===== src/rtl/mrr_pkg.sv =====
package mrr_pkg;

    // Frame limits
    localparam int MAX_FRAME_BYTES = 256;
    localparam int CNT_W           = $clog2(MAX_FRAME_BYTES + 1);

    // Modbus CRC-16
    localparam logic [15:0] CRC_INIT = 16'hFFFF;
    localparam logic [15:0] CRC_POLY = 16'hA001;

    // Body positions of the header fields
    localparam logic [15:0] POS_ID       = 16'd0;
    localparam logic [15:0] POS_FCODE    = 16'd1;
    localparam logic [15:0] POS_START_HI = 16'd2;
    localparam logic [15:0] POS_START_LO = 16'd3;
    localparam logic [15:0] POS_COUNT_HI = 16'd4;
    localparam logic [15:0] POS_COUNT_LO = 16'd5;
    localparam logic [15:0] POS_BYTECNT  = 16'd6;
    localparam logic [15:0] HEADER_LEN   = 16'd6;
    localparam logic [15:0] DATA_START   = 16'd7;

    localparam logic [7:0] FC_WRITE_COILS = 8'd15;
    localparam logic [7:0] FC_WRITE_REGS  = 8'd16;

    // Result kinds
    localparam logic KIND_PAYLOAD = 1'b0;
    localparam logic KIND_SUMMARY = 1'b1;

    // Summary status codes
    localparam logic [2:0] ST_GOOD      = 3'd0;
    localparam logic [2:0] ST_OVERFLOW  = 3'd1;
    localparam logic [2:0] ST_CRC_ERR   = 3'd2;
    localparam logic [2:0] ST_TOO_SHORT = 3'd3;
    localparam logic [2:0] ST_NOT_ADDR  = 3'd4;
    localparam logic [2:0] ST_BAD_REQ   = 3'd5;

    // Result queue
    localparam int FIFO_DEPTH = 4;
    localparam int FIFO_AW    = $clog2(FIFO_DEPTH);
    localparam int FIFO_CW    = $clog2(FIFO_DEPTH + 1);

    // Configuration port
    localparam int PADDR_W = 3;
    localparam int PDATA_W = 32;
    localparam logic REG_OWN_ADDRESS = 1'b0;

    typedef struct packed {
        logic [7:0] rx_byte;
        logic       frame_end;
    } in_item_t;

    typedef struct packed {
        logic        kind;
        logic [7:0]  payload_byte;
        logic [7:0]  payload_index;
        logic [2:0]  status;
        logic [7:0]  slave_id;
        logic [7:0]  function_code;
        logic [15:0] start_register;
        logic [15:0] register_count;
        logic [7:0]  data_length;
        logic        last;
    } out_item_t;

    // Queue write strobes for the two result slots of one byte
    typedef struct packed {
        logic wr0;
        logic wr1;
    } res_wr_t;

    function automatic logic [15:0] crc16_byte(input logic [15:0] crc, input logic [7:0] b);
        logic [15:0] c;
        c = crc ^ {8'h00, b};
        for (int i = 0; i < 8; i++) begin
            c = c[0] ? ((c >> 1) ^ CRC_POLY) : (c >> 1);
        end
        return c;
    endfunction

endpackage


===== src/rtl/mrr_frame.sv =====
module mrr_frame (
    input  logic               aclk,
    input  logic               aresetn,
    input  logic               step,
    input  mrr_pkg::in_item_t  item,
    input  logic [7:0]         own_address,
    output mrr_pkg::res_wr_t   wr,
    output mrr_pkg::out_item_t res0,
    output mrr_pkg::out_item_t res1
);
    import mrr_pkg::*;

    logic [CNT_W-1:0] cnt_reg, cnt_next, cnt_upd;
    logic [15:0]      delay_reg, delay_next, delay_upd;
    logic [15:0]      crc_reg, crc_next, crc_upd;
    logic [7:0]       id_reg, id_next, id_upd;
    logic [7:0]       fcode_reg, fcode_next, fcode_upd;
    logic [15:0]      start_reg, start_next, start_upd;
    logic [15:0]      count_reg, count_next, count_upd;
    logic [7:0]       bcnt_reg, bcnt_next, bcnt_upd;
    logic             ovf_reg, ovf_next, ovf_upd;

    logic [7:0]  e;
    logic [15:0] p16;
    logic [15:0] didx;
    logic        pay_vld;
    logic [15:0] body;
    logic [15:0] present;
    logic [15:0] rx_crc;
    logic        fc_ok;
    logic [2:0]  st;
    logic [7:0]  dl;
    out_item_t   pay_res, sum_res;

    // Byte leaving the delay line feeds CRC and header
    always_comb begin
        cnt_upd   = cnt_reg;
        delay_upd = delay_reg;
        crc_upd   = crc_reg;
        id_upd    = id_reg;
        fcode_upd = fcode_reg;
        start_upd = start_reg;
        count_upd = count_reg;
        bcnt_upd  = bcnt_reg;
        ovf_upd   = ovf_reg;
        pay_vld   = 1'b0;
        e         = delay_reg[15:8];
        p16       = 16'(cnt_reg) - 16'd2;
        didx      = p16 - DATA_START;
        if (!ovf_reg) begin
            if (cnt_reg >= CNT_W'(2)) begin
                crc_upd = crc16_byte(crc_reg, e);
                case (p16)
                    POS_ID:       id_upd = e;
                    POS_FCODE:    fcode_upd = e;
                    POS_START_HI: start_upd = {e, start_reg[7:0]};
                    POS_START_LO: start_upd = {start_reg[15:8], e};
                    POS_COUNT_HI: count_upd = {e, count_reg[7:0]};
                    POS_COUNT_LO: count_upd = {count_reg[15:8], e};
                    POS_BYTECNT:  bcnt_upd = e;
                    default:      pay_vld = didx < {8'h00, bcnt_reg};
                endcase
            end
            delay_upd = {delay_reg[7:0], item.rx_byte};
            cnt_upd   = cnt_reg + CNT_W'(1);
            ovf_upd   = 16'(cnt_upd) >= 16'(MAX_FRAME_BYTES);
        end
    end

    // Frame summary from the updated state
    always_comb begin
        body    = 16'(cnt_upd) - 16'd2;
        present = body - DATA_START;
        rx_crc  = {delay_upd[7:0], delay_upd[15:8]};
        fc_ok   = (fcode_upd == FC_WRITE_COILS) || (fcode_upd == FC_WRITE_REGS);
        dl      = 8'h00;
        if (ovf_upd) begin
            st = ST_OVERFLOW;
        end else if (cnt_upd < CNT_W'(2)) begin
            st = ST_TOO_SHORT;
        end else begin
            if (rx_crc != crc_upd) begin
                st = ST_CRC_ERR;
            end else if (body < HEADER_LEN) begin
                st = ST_TOO_SHORT;
            end else if (id_upd != 8'h00 && id_upd != own_address) begin
                st = ST_NOT_ADDR;
            end else if (body > HEADER_LEN && !fc_ok) begin
                st = ST_BAD_REQ;
            end else begin
                st = ST_GOOD;
            end
            if (body > HEADER_LEN && fc_ok) begin
                dl = ({8'h00, bcnt_upd} > present) ? present[7:0] : bcnt_upd;
            end
        end
    end

    always_comb begin
        pay_res               = '0;
        pay_res.kind          = KIND_PAYLOAD;
        pay_res.payload_byte  = e;
        pay_res.payload_index = didx[7:0];
        pay_res.last          = !item.frame_end;

        sum_res                = '0;
        sum_res.kind           = KIND_SUMMARY;
        sum_res.status         = st;
        sum_res.slave_id       = id_upd;
        sum_res.function_code  = fcode_upd;
        sum_res.start_register = start_upd;
        sum_res.register_count = count_upd;
        sum_res.data_length    = dl;
        sum_res.last           = 1'b1;

        res0   = pay_vld ? pay_res : sum_res;
        res1   = sum_res;
        wr.wr0 = step && (pay_vld || item.frame_end);
        wr.wr1 = step && pay_vld && item.frame_end;
    end

    // End of frame clears everything for the next one
    always_comb begin
        cnt_next   = cnt_reg;
        delay_next = delay_reg;
        crc_next   = crc_reg;
        id_next    = id_reg;
        fcode_next = fcode_reg;
        start_next = start_reg;
        count_next = count_reg;
        bcnt_next  = bcnt_reg;
        ovf_next   = ovf_reg;
        if (step) begin
            if (item.frame_end) begin
                cnt_next   = '0;
                delay_next = '0;
                crc_next   = CRC_INIT;
                id_next    = '0;
                fcode_next = '0;
                start_next = '0;
                count_next = '0;
                bcnt_next  = '0;
                ovf_next   = 1'b0;
            end else begin
                cnt_next   = cnt_upd;
                delay_next = delay_upd;
                crc_next   = crc_upd;
                id_next    = id_upd;
                fcode_next = fcode_upd;
                start_next = start_upd;
                count_next = count_upd;
                bcnt_next  = bcnt_upd;
                ovf_next   = ovf_upd;
            end
        end
    end

    always_ff @(posedge aclk) begin
        if (!aresetn) begin
            cnt_reg   <= '0;
            delay_reg <= '0;
            crc_reg   <= CRC_INIT;
            id_reg    <= '0;
            fcode_reg <= '0;
            start_reg <= '0;
            count_reg <= '0;
            bcnt_reg  <= '0;
            ovf_reg   <= 1'b0;
        end else begin
            cnt_reg   <= cnt_next;
            delay_reg <= delay_next;
            crc_reg   <= crc_next;
            id_reg    <= id_next;
            fcode_reg <= fcode_next;
            start_reg <= start_next;
            count_reg <= count_next;
            bcnt_reg  <= bcnt_next;
            ovf_reg   <= ovf_next;
        end
    end

endmodule


===== src/rtl/mrr_result_fifo.sv =====
module mrr_result_fifo (
    input  logic               aclk,
    input  logic               aresetn,
    input  mrr_pkg::res_wr_t   wr,
    input  mrr_pkg::out_item_t res0,
    input  mrr_pkg::out_item_t res1,
    output logic               room2,
    output logic               m_valid,
    input  logic               m_ready,
    output mrr_pkg::out_item_t m_item
);
    import mrr_pkg::*;

    out_item_t          mem_reg [FIFO_DEPTH];
    logic [FIFO_AW-1:0] wr_ptr_reg, wr_ptr_next;
    logic [FIFO_AW-1:0] rd_ptr_reg, rd_ptr_next;
    logic [FIFO_CW-1:0] count_reg, count_next;
    logic               pop;
    logic [FIFO_CW-1:0] push_n;

    assign m_valid = count_reg != '0;
    assign m_item  = mem_reg[rd_ptr_reg];
    assign room2   = count_reg <= FIFO_CW'(FIFO_DEPTH - 2);
    assign pop     = m_valid && m_ready;
    assign push_n  = FIFO_CW'(wr.wr0) + FIFO_CW'(wr.wr1);

    always_comb begin
        wr_ptr_next = wr_ptr_reg + FIFO_AW'(push_n);
        rd_ptr_next = rd_ptr_reg + FIFO_AW'(pop);
        count_next  = count_reg + push_n - FIFO_CW'(pop);
    end

    always_ff @(posedge aclk) begin
        if (!aresetn) begin
            wr_ptr_reg <= '0;
            rd_ptr_reg <= '0;
            count_reg  <= '0;
        end else begin
            wr_ptr_reg <= wr_ptr_next;
            rd_ptr_reg <= rd_ptr_next;
            count_reg  <= count_next;
        end
    end

    always_ff @(posedge aclk) begin
        if (wr.wr0) begin
            mem_reg[wr_ptr_reg] <= res0;
        end
        if (wr.wr1) begin
            mem_reg[wr_ptr_reg + FIFO_AW'(1)] <= res1;
        end
    end

endmodule


===== src/rtl/modbus_rtu_request_receiver.sv =====
// Channel  | Ports               | Carries
// ---------+---------------------+-----------------------------------------------
// input    | s_valid/s_ready     | s_item: rx_byte, frame_end (one received byte)
// result   | m_valid/m_ready     | m_item: payload byte or frame summary
// config   | psel/penable/pwrite | own_address at byte address 0
//
// One byte per cycle while the result side keeps up; a byte that ends a frame
// and also releases a data byte puts two results into the queue, which drains
// one per cycle. Input stalls only while the queue holds more than two.
// Path: input register, then the frame logic writes the result queue,
// which drives m_item.
// Reset (aresetn low, synchronous) clears frame state, own_address = 1.
// s_ready depends only on local registers, never on m_ready.
module modbus_rtu_request_receiver (
    input  logic                          aclk,
    input  logic                          aresetn,
    // input byte channel
    input  logic                          s_valid,
    output logic                          s_ready,
    input  mrr_pkg::in_item_t             s_item,
    // result channel
    output logic                          m_valid,
    input  logic                          m_ready,
    output mrr_pkg::out_item_t            m_item,
    // configuration port
    input  logic                          psel,
    input  logic                          penable,
    input  logic                          pwrite,
    input  logic [mrr_pkg::PADDR_W-1:0]   paddr,
    input  logic [mrr_pkg::PDATA_W-1:0]   pwdata,
    output logic [mrr_pkg::PDATA_W-1:0]   prdata,
    output logic                          pready
);
    import mrr_pkg::*;

    // Configuration register
    logic [7:0] own_addr_reg, own_addr_next;
    logic       reg_sel;
    logic       cfg_wr;

    // Input register in front of the frame logic
    in_item_t   in_item_reg, in_item_next;
    logic       in_vld_reg, in_vld_next;
    logic       s_xfer;
    logic       step;

    // Between frame logic and result queue
    res_wr_t    wr;
    out_item_t  res0, res1;
    logic       room2;

    assign pready  = 1'b1;
    assign reg_sel = paddr[PADDR_W-1] == REG_OWN_ADDRESS;
    assign cfg_wr  = psel && penable && pwrite && pready && reg_sel;
    assign prdata  = reg_sel ? {{(PDATA_W - 8){1'b0}}, own_addr_reg} : '0;

    always_comb begin
        own_addr_next = cfg_wr ? pwdata[7:0] : own_addr_reg;
    end

    // A byte is worked on only when the queue can take two results
    assign step    = in_vld_reg && room2;
    assign s_ready = !in_vld_reg || step;
    assign s_xfer  = s_valid && s_ready;

    always_comb begin
        in_item_next = s_xfer ? s_item : in_item_reg;
        in_vld_next  = s_xfer ? 1'b1 : (step ? 1'b0 : in_vld_reg);
    end

    always_ff @(posedge aclk) begin
        if (!aresetn) begin
            own_addr_reg <= 8'd1;
            in_vld_reg   <= 1'b0;
        end else begin
            own_addr_reg <= own_addr_next;
            in_vld_reg   <= in_vld_next;
        end
    end

    // Payload register, no reset needed
    always_ff @(posedge aclk) begin
        in_item_reg <= in_item_next;
    end

    mrr_frame u_frame (
        .aclk        (aclk),
        .aresetn     (aresetn),
        .step        (step),
        .item        (in_item_reg),
        .own_address (own_addr_reg),
        .wr          (wr),
        .res0        (res0),
        .res1        (res1)
    );

    mrr_result_fifo u_fifo (
        .aclk    (aclk),
        .aresetn (aresetn),
        .wr      (wr),
        .res0    (res0),
        .res1    (res1),
        .room2   (room2),
        .m_valid (m_valid),
        .m_ready (m_ready),
        .m_item  (m_item)
    );

endmodule


===== config.mk =====
export PLATFORM = sky130hd
export DESIGN_NAME = modbus_rtu_request_receiver
export DESIGN_NICKNAME = d
export VERILOG_FILES = /design/src/rtl/mrr_pkg.sv /design/src/rtl/mrr_frame.sv /design/src/rtl/mrr_result_fifo.sv /design/src/rtl/modbus_rtu_request_receiver.sv
export SDC_FILE = /design/constraint.sdc
export NUM_CORES = 1
export LEC_CHECK = 0
export ABC_CLOCK_PERIOD_IN_PS = 20800
export BUFFER_PORTS_ARGS = -buffer_cell sky130_fd_sc_hd__buf_2
export CAP_MARGIN = 20
export CORE_ASPECT_RATIO = 0.9
export CORE_MARGIN = 1.5
export CORE_UTILIZATION = 43
export DETAILED_ROUTE_END_ITERATION = 7
export GPL_TIMING_DRIVEN = 0
export HOLD_SLACK_MARGIN = 0.1
export SETUP_SLACK_MARGIN = 0.15
export SKIP_LAST_GASP = 1
export SLEW_MARGIN = 30
export SYNTH_ARGS = -nofsm -noshare
export SYNTH_HDL_FRONTEND = slang
export SYNTH_SLANG_ARGS = --single-unit

===== constraint.sdc =====
create_clock -name aclk -period 20.8 [get_ports aclk]
set_clock_uncertainty 0.1 [all_clocks]
set_input_delay 2.08 -clock aclk [delete_from_list [all_inputs] [get_ports aclk]]
set_output_delay 2.08 -clock aclk [all_outputs]
set_load 0.03 [all_outputs]

==> results of run 1 <==
## critical path, delay by kind of cell (launching register included)
kind / cells / cell delay (ps)
flops: 1 / 400
simple gates: 5 / 1200
fa+ha+maj: 2 / 650
buf+inv: 8 / 1650
xor+xnor: 1 / 620
compound gates: 4 / 1050
## per-stage QoR
step / hold slack, ps / setup slack, ps / util / instance area (um^2)
after floorplan: 326 / 14200 / - / 21400
after global placement: 346 / 10940 / 0.464 / 22700
after detailed placement: 353 / 14830 / 0.469 / 23000
after CTS: 363 / 14830 / 0.502 / 24600
after global routing: 387 / 14420 / 0.502 / 24600
final: 363 / 14770 / 0.502 / 24600
## final cells by class
cell class                      count  area, um^2  share of cell area
Buffer                            167         820              0.0333
Clock buffer                       61        1300              0.0529
Tap cell                          632         791              0.0321
Timing Repair Buffer              119         778              0.0316
Inverter                           45         174             0.00706
Multi-Input combinational cell   1232        9360               0.380
Sequential cell                   431       11100               0.450
Clock inverter                     28         314              0.0128
## layer usage
layer  GRT usage  share of wire  up-vias
met1       0.347           0.44     7910
met3      0.0426          0.073       94
li1            -              -     7243
met4      0.0699          0.026        0
met2       0.384           0.46      622
met5           0              0        -
## path summary, 6_finish.rpt
kind	startpoint	endpoint	slack (ps)	cells after the start
setup / recovery	u_frame.cnt_reg[1]	u_fifo.mem_reg[1][32]	14770	20
hold / removal	u_fifo.mem_reg[3][76]	u_fifo.mem_reg[3][76]	360	2
setup reg to reg	u_frame.cnt_reg[1]	u_fifo.mem_reg[1][32]	14770	20
hold reg to reg	u_fifo.mem_reg[3][76]	u_fifo.mem_reg[3][76]	360	2
## power groups by stage
| stage | Sequential [mW] | Clock [mW] | Combinational [mW] |
|---|---|---|---|
| finish | 0.928 | 0.882 | 0.491 |
| global placement | 0.947 | 0 | 0.490 |
| floorplan | 0.942 | 0 | 0.352 |
| detailed placement | 0.946 | 0 | 0.494 |
| global route | 0.930 | 0.927 | 0.522 |
| CTS | 0.928 | 0.892 | 0.496 |
## cells by family (layout without fill, tap and decap cells)
logic type                 count (synthesis)  in the layout  share of synthesized area
xor gates and xnor gates                  83             83                     0.0367
DFF                                      431            431                      0.520
muxes                                    113            113                     0.0987
buffers and inverters                    212            420                     0.0460
and+or+nand+nor                          602            602                      0.144
AOI/OAI and AO/OA                        377            377                      0.136
adders and majority gates                 32             32                     0.0191
other                                      2             25                   0.000352
## synthesized netlist by cell type (4+ instances only)
| cell type | n |
|---|---|
| nand4_1 | 12 |
| o21a_1 | 6 |
| buf_4 | 27 |
| buf_6 | 6 |
| xnor2_1 | 56 |
| edfxtp_1 | 245 |
| nand4b_1 | 8 |
| a22o_1 | 50 |
| xor2_1 | 23 |
| nand3_1 | 20 |
| o22ai_1 | 20 |
| dfxtp_1 | 186 |
| or3_1 | 6 |
| a221o_1 | 20 |
| a31oi_1 | 7 |
| nor2_1 | 236 |
| nor4_1 | 41 |
| buf_2 | 31 |
| nand2b_1 | 5 |
| mux2i_1 | 28 |
| mux2_2 | 8 |
| nor4_2 | 4 |
| a22oi_1 | 86 |
| a21o_1 | 6 |
| a21boi_0 | 12 |
| o21ai_0 | 51 |
| and2_1 | 56 |
| clkbuf_1 | 94 |
| inv_1 | 43 |
| a21boi_1 | 4 |
| mux4_2 | 77 |
| ha_1 | 31 |
| a21bo_2 | 16 |
| a21oi_1 | 30 |
| o21ai_1 | 5 |
| o211ai_1 | 7 |
| and3_1 | 8 |
| buf_1 | 9 |
| nor2b_1 | 53 |
| a211oi_1 | 13 |
| nand2_1 | 93 |
| nor3_1 | 28 |
==> flow_metrics.env, run 1 <==
export IMPL_peakVddDrop_uv=61.1
export IMPL_required_ps=20990
export IMPL_max_slew_margin=0.378
export IMPL_fin_crit_ps=6030
export IMPL_yosysTopAreaCell="edfxtp_1"
export IMPL_postRouteAntennaNets=0
export IMPL_n_antenna_cell=0
export IMPL_drt_iter0_drc=1625
export IMPL_htreeDepth=2
export IMPL_drive_gt1_frac=0.193
export IMPL_syn_area_mm2=0.0213
export IMPL_pwr_share_seq=0.403
export IMPL_critPathArrivalTime_ps=6210
export IMPL_synth_cells=1852
export IMPL_avgSynthCellArea_um2=11.5
export IMPL_insertion_delay_ps=600
export IMPL_tns_ps=0
export IMPL_ctsResizeCount=0
export IMPL_clk_pin_slew_ps=60
export IMPL_max_clock_freq_ghz=0.166
export IMPL_yosys_top_cells_area="edfxtp_1 (35%), dfxtp_1 (17%), mux4_2 (8.1%)"
export IMPL_ys_types=99
export IMPL_avgViaCountPerCell=5.84
export IMPL_cts_buffer_depth=3
export IMPL_instances_no_fill=2715
export IMPL_period_share=0.290
export IMPL_startpoint_type="flop"
export IMPL_grt_pass1_wl_um=94400
export IMPL_powerDensity_mw_per_mm2=93.4
export IMPL_drt_pass1_iterations=6
export IMPL_num_io_pins=163
export IMPL_grt_pass1_vias=15400
export IMPL_core_area_mm2=0.0490
export IMPL_place_congestion=0.915
export IMPL_min_path_type="flop to flop"
export IMPL_power_leakage_nw=8.53
export IMPL_final_common_cell="edfxtp_1"
export IMPL_grt_overflow_total=0
export IMPL_grt_antenna_before_repair=0
export IMPL_yosysSeqAreaShare=0.520
export IMPL_postCtsHoldBufs=0
export IMPL_rows=77
export IMPL_start_util=0.435
export IMPL_hold_violations=0
export IMPL_syn_to_final_growth_pct=15.5
export IMPL_synth_edff_count=245
export IMPL_power_frac_clock=0.383
export IMPL_rsz0062_at_grt="false"
export IMPL_cap_violations=0
export IMPL_cts_setup_buffers=0
export IMPL_combPwrFrac=0.213
export IMPL_num_nets_final=2127
export IMPL_critical_path_max_stage_delay_ps=620
export IMPL_synth_seq_cells=431
export IMPL_setup_violations=0
export IMPL_finalPower_mw=2.30
export IMPL_worstSetupPathType="flop to flop"
export IMPL_grt_max_degree=39
export IMPL_async_reset_ff_frac=0
export IMPL_synthDominantCellAreaShare=0.345
export IMPL_cts_sinks=431
export IMPL_num_vias=15900
export IMPL_tritoncts_num_buffers=48
export IMPL_end_kind="flop"
export IMPL_power_net_switching_mw=0.691
export IMPL_largest_register_ffs=308
export IMPL_fp_dieArea_mm2=0.0509
export IMPL_crit_chain="buf_2 -> inv_1 -> ha_1 -> clkbuf_1 -> inv_1 -> a21oi_1 -> nand2_1 -> xnor2_1 -> ha_1 -> nor2b_1 -> o21ai_0 -> and3_1 -> o221a_2 -> nand4_1 -> o21a_1 -> buf_2 -> nor2_4 -> buf_8 -> buf_16 -> buf_16"
export IMPL_synthFlopType="edfxtp_1"
export IMPL_drv_slew=0
export IMPL_fill_cells=4382
export IMPL_fp_dieW_um=238
export IMPL_dp_cells=2626
export IMPL_root_buffer="clkbuf_16"
export IMPL_cp_max_fo=17
export IMPL_grt_use_total=0.244
export IMPL_layout_common_cells="edfxtp_1 (245), nor2_1 (234), dfxtp_1 (186)"
export IMPL_crit_slowest_cell="xnor2_1"
export IMPL_die_height_um=214
export IMPL_hpwl_um=44600
export IMPL_cts_tree="done"
export IMPL_p_sw_frac=0.300
export IMPL_wl_per_cell_um=23.0
export IMPL_outcome="finished, final reports clean"
export IMPL_tightest_slew_ps=933
export IMPL_drc_errors=0
export IMPL_drt_wl_total_um=62400
export IMPL_ys_warnings_count=0
export IMPL_port_buffers=110
export IMPL_internal_power_mw=1.61
Power figures use the tool's default switching activity.
==> inputs of run 2 (changes only) <==
Settings changed: ABC_AREA from default to 1, ABC_CLOCK_PERIOD_IN_PS 20800 to 6200.
Clock period 20.8 ns to 6.2 ns, I/O delays scaled along.
==> run 2 against run 1 <==
  * Final cell count increased by 26%
  * Non-clock buffer count up 5
  * Maximum frequency increased by 14%
  * Sequential share of layout area up 0.79 points
  * Combinational power grew to 4.6 times the previous value
==> flow_metrics.env, run 2 <==
export IMPL_power_net_switching_mw=2.96
export IMPL_synth_most_common_cell="nor2_1"
export IMPL_drt_wl_total_um=67200
export IMPL_period_share=0.853
export IMPL_synth_cells=2553
export IMPL_fin_crit_ps=5290
export IMPL_rows=76
export IMPL_final_area_mm2=0.0242
export IMPL_max_slew_margin=0.350
export IMPL_start_util=0.439
export IMPL_num_io_pins=163
export IMPL_critical_path_max_stage_delay_ps=570
export IMPL_fp_dieW_um=237
export IMPL_tns_ps=0
export IMPL_tritoncts_num_buffers=47
export IMPL_combPwrFrac=0.275
export IMPL_powerDensity_mw_per_mm2=340
export IMPL_max_clock_freq_ghz=0.189
export IMPL_fin_ws_ps=914
export IMPL_grt_use_total=0.264
export IMPL_drive_gt1_frac=0.113
export IMPL_synthFlopType="edfxtp_1"
export IMPL_cts_sinks=431
export IMPL_root_buffer="clkbuf_16"
export IMPL_ctsResizeCount=0
export IMPL_place_congestion=0.907
export IMPL_p_sw_frac=0.360
export IMPL_min_path_type="primary input to flop"
export IMPL_rsz0062_at_grt="false"
export IMPL_port_buffers=110
export IMPL_cts_buffer_depth=3
export IMPL_synth_seq_cells=431
export IMPL_async_reset_ff_frac=0
export IMPL_cp_top_family="simple AND/OR/NAND/NOR gates"
export IMPL_grt_pass1_vias=17200
export IMPL_drc_errors=0
export IMPL_power_frac_clock=0.334
export IMPL_syn_area_mm2=0.0211
export IMPL_cts_tree="done"
export IMPL_place_area_mm2=0.0226
export IMPL_largest_register_ffs=308
export IMPL_startpoint_type="flop"
export IMPL_fp_dieArea_mm2=0.0504
export IMPL_ys_warnings_count=0
export IMPL_hold_violations=0
export IMPL_htreeDepth=2
export IMPL_utilization=0.503
export IMPL_hpwl_um=48300
export IMPL_grt_antenna_before_repair=1
export IMPL_avgSynthCellArea_um2=8.26
export IMPL_drt_pass1_iterations=6
export IMPL_outcome="finished, final reports clean"
export IMPL_clk_pin_slew_ps=70
export IMPL_internal_power_mw=5.27
export IMPL_crit_chain="inv_1 -> ha_1 -> inv_1 -> nor2_1 -> nor2_2 -> inv_2 -> nor2_1 -> nand4_1 -> xor2_1 -> inv_1 -> ha_1 -> a221o_1 -> nor3_2 -> nand3_4 -> nor2_4 -> nand3_2 -> nand2_8 -> nand2_2 -> buf_2 -> a21oi_1"
export IMPL_worstSetupPathType="flop to flop"
export IMPL_end_kind="flop"
export IMPL_synthDominantCellAreaShare=0.349
export IMPL_yosysSeqAreaShare=0.525
export IMPL_ys_types=49
export IMPL_drv_slew=0
export IMPL_synth_edff_count=245
export IMPL_crit_slowest_cell="nand2_8"
export IMPL_setup_violations=0
export IMPL_grt_overflow_total=0
export IMPL_synth_common_cells="nor2_1 (538), nand2_1 (420), o21ai_0 (283)"
export IMPL_num_nets_final=2830
export IMPL_holdWs_ps=151
export IMPL_num_vias=18400
export IMPL_syn_to_final_growth_pct=14.7
export IMPL_critPathArrivalTime_ps=5640
export IMPL_postRouteAntennaNets=0
export IMPL_tightest_slew_ps=976
export IMPL_layout_common_cells="nor2_1 (538), nand2_1 (419), o21ai_0 (282)"
export IMPL_cp_max_fo=61
export IMPL_drt_iter0_drc=1968
export IMPL_insertion_delay_ps=600
export IMPL_pre_cts_slack_ps=922
export IMPL_avgViaCountPerCell=5.41
export IMPL_critPathBufInv=5
export IMPL_final_common_cell="nor2_1"
export IMPL_peakVddDrop_uv=223
export IMPL_wl_per_cell_um=19.7
export IMPL_grt_pass1_wl_um=101000
export IMPL_crit_top_cell="inv_1"
export IMPL_required_ps=6550
export IMPL_cap_violations=0
export IMPL_yosysTopAreaCell="edfxtp_1"
export IMPL_grt_max_degree=62
export IMPL_core_area_mm2=0.0481
export IMPL_die_height_um=213
export IMPL_power_leakage_nw=8.75
export IMPL_pwr_share_seq=0.391
export IMPL_yosys_top_cells_area="edfxtp_1 (35%), dfxtp_1 (18%), nor2_1 (9.6%)"
## run 2: changes by cell type after synthesis, sizes merged, moves of 77 or more
cell   delta
a21oi   +111
nor2    +316
inv     +166
mux4     -77
o21ai   +231
nand2   +341
## run 2: kinds of logic (layout without fill, tap and decap cells)
| family | count (synthesis) | count (layout) | share of synthesized area |
|---|---|---|---|
| buffers and inverters | 383 | 591 | 0.0769 |
| AOI/OAI and AO/OA | 565 | 565 | 0.147 |
| and+or+nand+nor | 1101 | 1101 | 0.215 |
| DFF | 431 | 431 | 0.525 |
| adders and majority gates | 32 | 32 | 0.0193 |
| xor gates and xnor gates | 39 | 39 | 0.0162 |
| other | 2 | 26 | 0.000356 |
## run 2: worst paths after layout
check | from | endpoint | slack (ps) | cells past startpoint
setup / recovery | u_frame.cnt_reg[1] | u_fifo.mem_reg[3][57] | 910 | 20
hold / removal | pwdata[0] | own_addr_reg[0] | 150 | 3
setup reg to reg | u_frame.cnt_reg[1] | u_fifo.mem_reg[3][57] | 910 | 20
hold reg to reg | u_fifo.mem_reg[1][73] | u_fifo.mem_reg[1][73] | 340 | 2
## run 2: stage by stage
stage | cells | power [mW]
floorplan | 2576 | 4.74
global placement | 3310 | 5.50
detailed placement | 3313 | 5.53
CTS | 3408 | 8.26
global route | 3408 | 8.56
finish | 3409 | 8.23
## run 2: repair_timing
item / in CTS / in global routing
hold buffers: 9 / 0
endpoints found under the hold margin: 9 / 0
setup buffers: 0 / 0
## run 2: per-layer routing
| metal | routed length, um | share of wire | track usage | vias up |
|---|---|---|---|---|
| met1 | 30200 | 0.45 | 0.375 | 8755 |
| li1 | - | - | - | 8850 |
| met5 | 0 | 0 | 0 | - |
| met3 | 5330 | 0.079 | 0.0415 | 100 |
| met4 | 1570 | 0.023 | 0.0829 | 0 |
| met2 | 30100 | 0.45 | 0.415 | 730 |
## run 2: worst reg2reg max path, cell delays in order (launching register included)
cell and delay, ps:
dfxtp_1 430, inv_1 220, ha_1 340, inv_1 80
nor2_1 70, nor2_2 140, inv_2 70, nor2_1 210
nand4_1 190, xor2_1 210, inv_1 70, ha_1 290
a221o_1 360, nor3_2 260, nand3_4 210, nor2_4 210
nand3_2 330, nand2_8 570, nand2_2 320, buf_2 290
a21oi_1 160
## run 2: area by class of cell
class / count / area (um^2)
multi-input combinational: 1762 / 8520
fill: 4734 / 23900
buffer: 169 / 820
clock inverter: 13 / 133
timing repair buffer: 122 / 708
antenna: 1 / 2.50
sequential: 431 / 11100
tap: 624 / 781
inverter: 214 / 803
clock buffer: 73 / 1350
## run 2: power groups by stage
stage / Clock [mW] / Combinational, mW / Sequential [mW]
floorplan: 0 / 1.48 / 3.26
global placement: 0 / 2.23 / 3.28
detailed placement: 0 / 2.25 / 3.28
CTS: 2.78 / 2.26 / 3.22
global route: 2.90 / 2.43 / 3.23
finish: 2.75 / 2.26 / 3.22
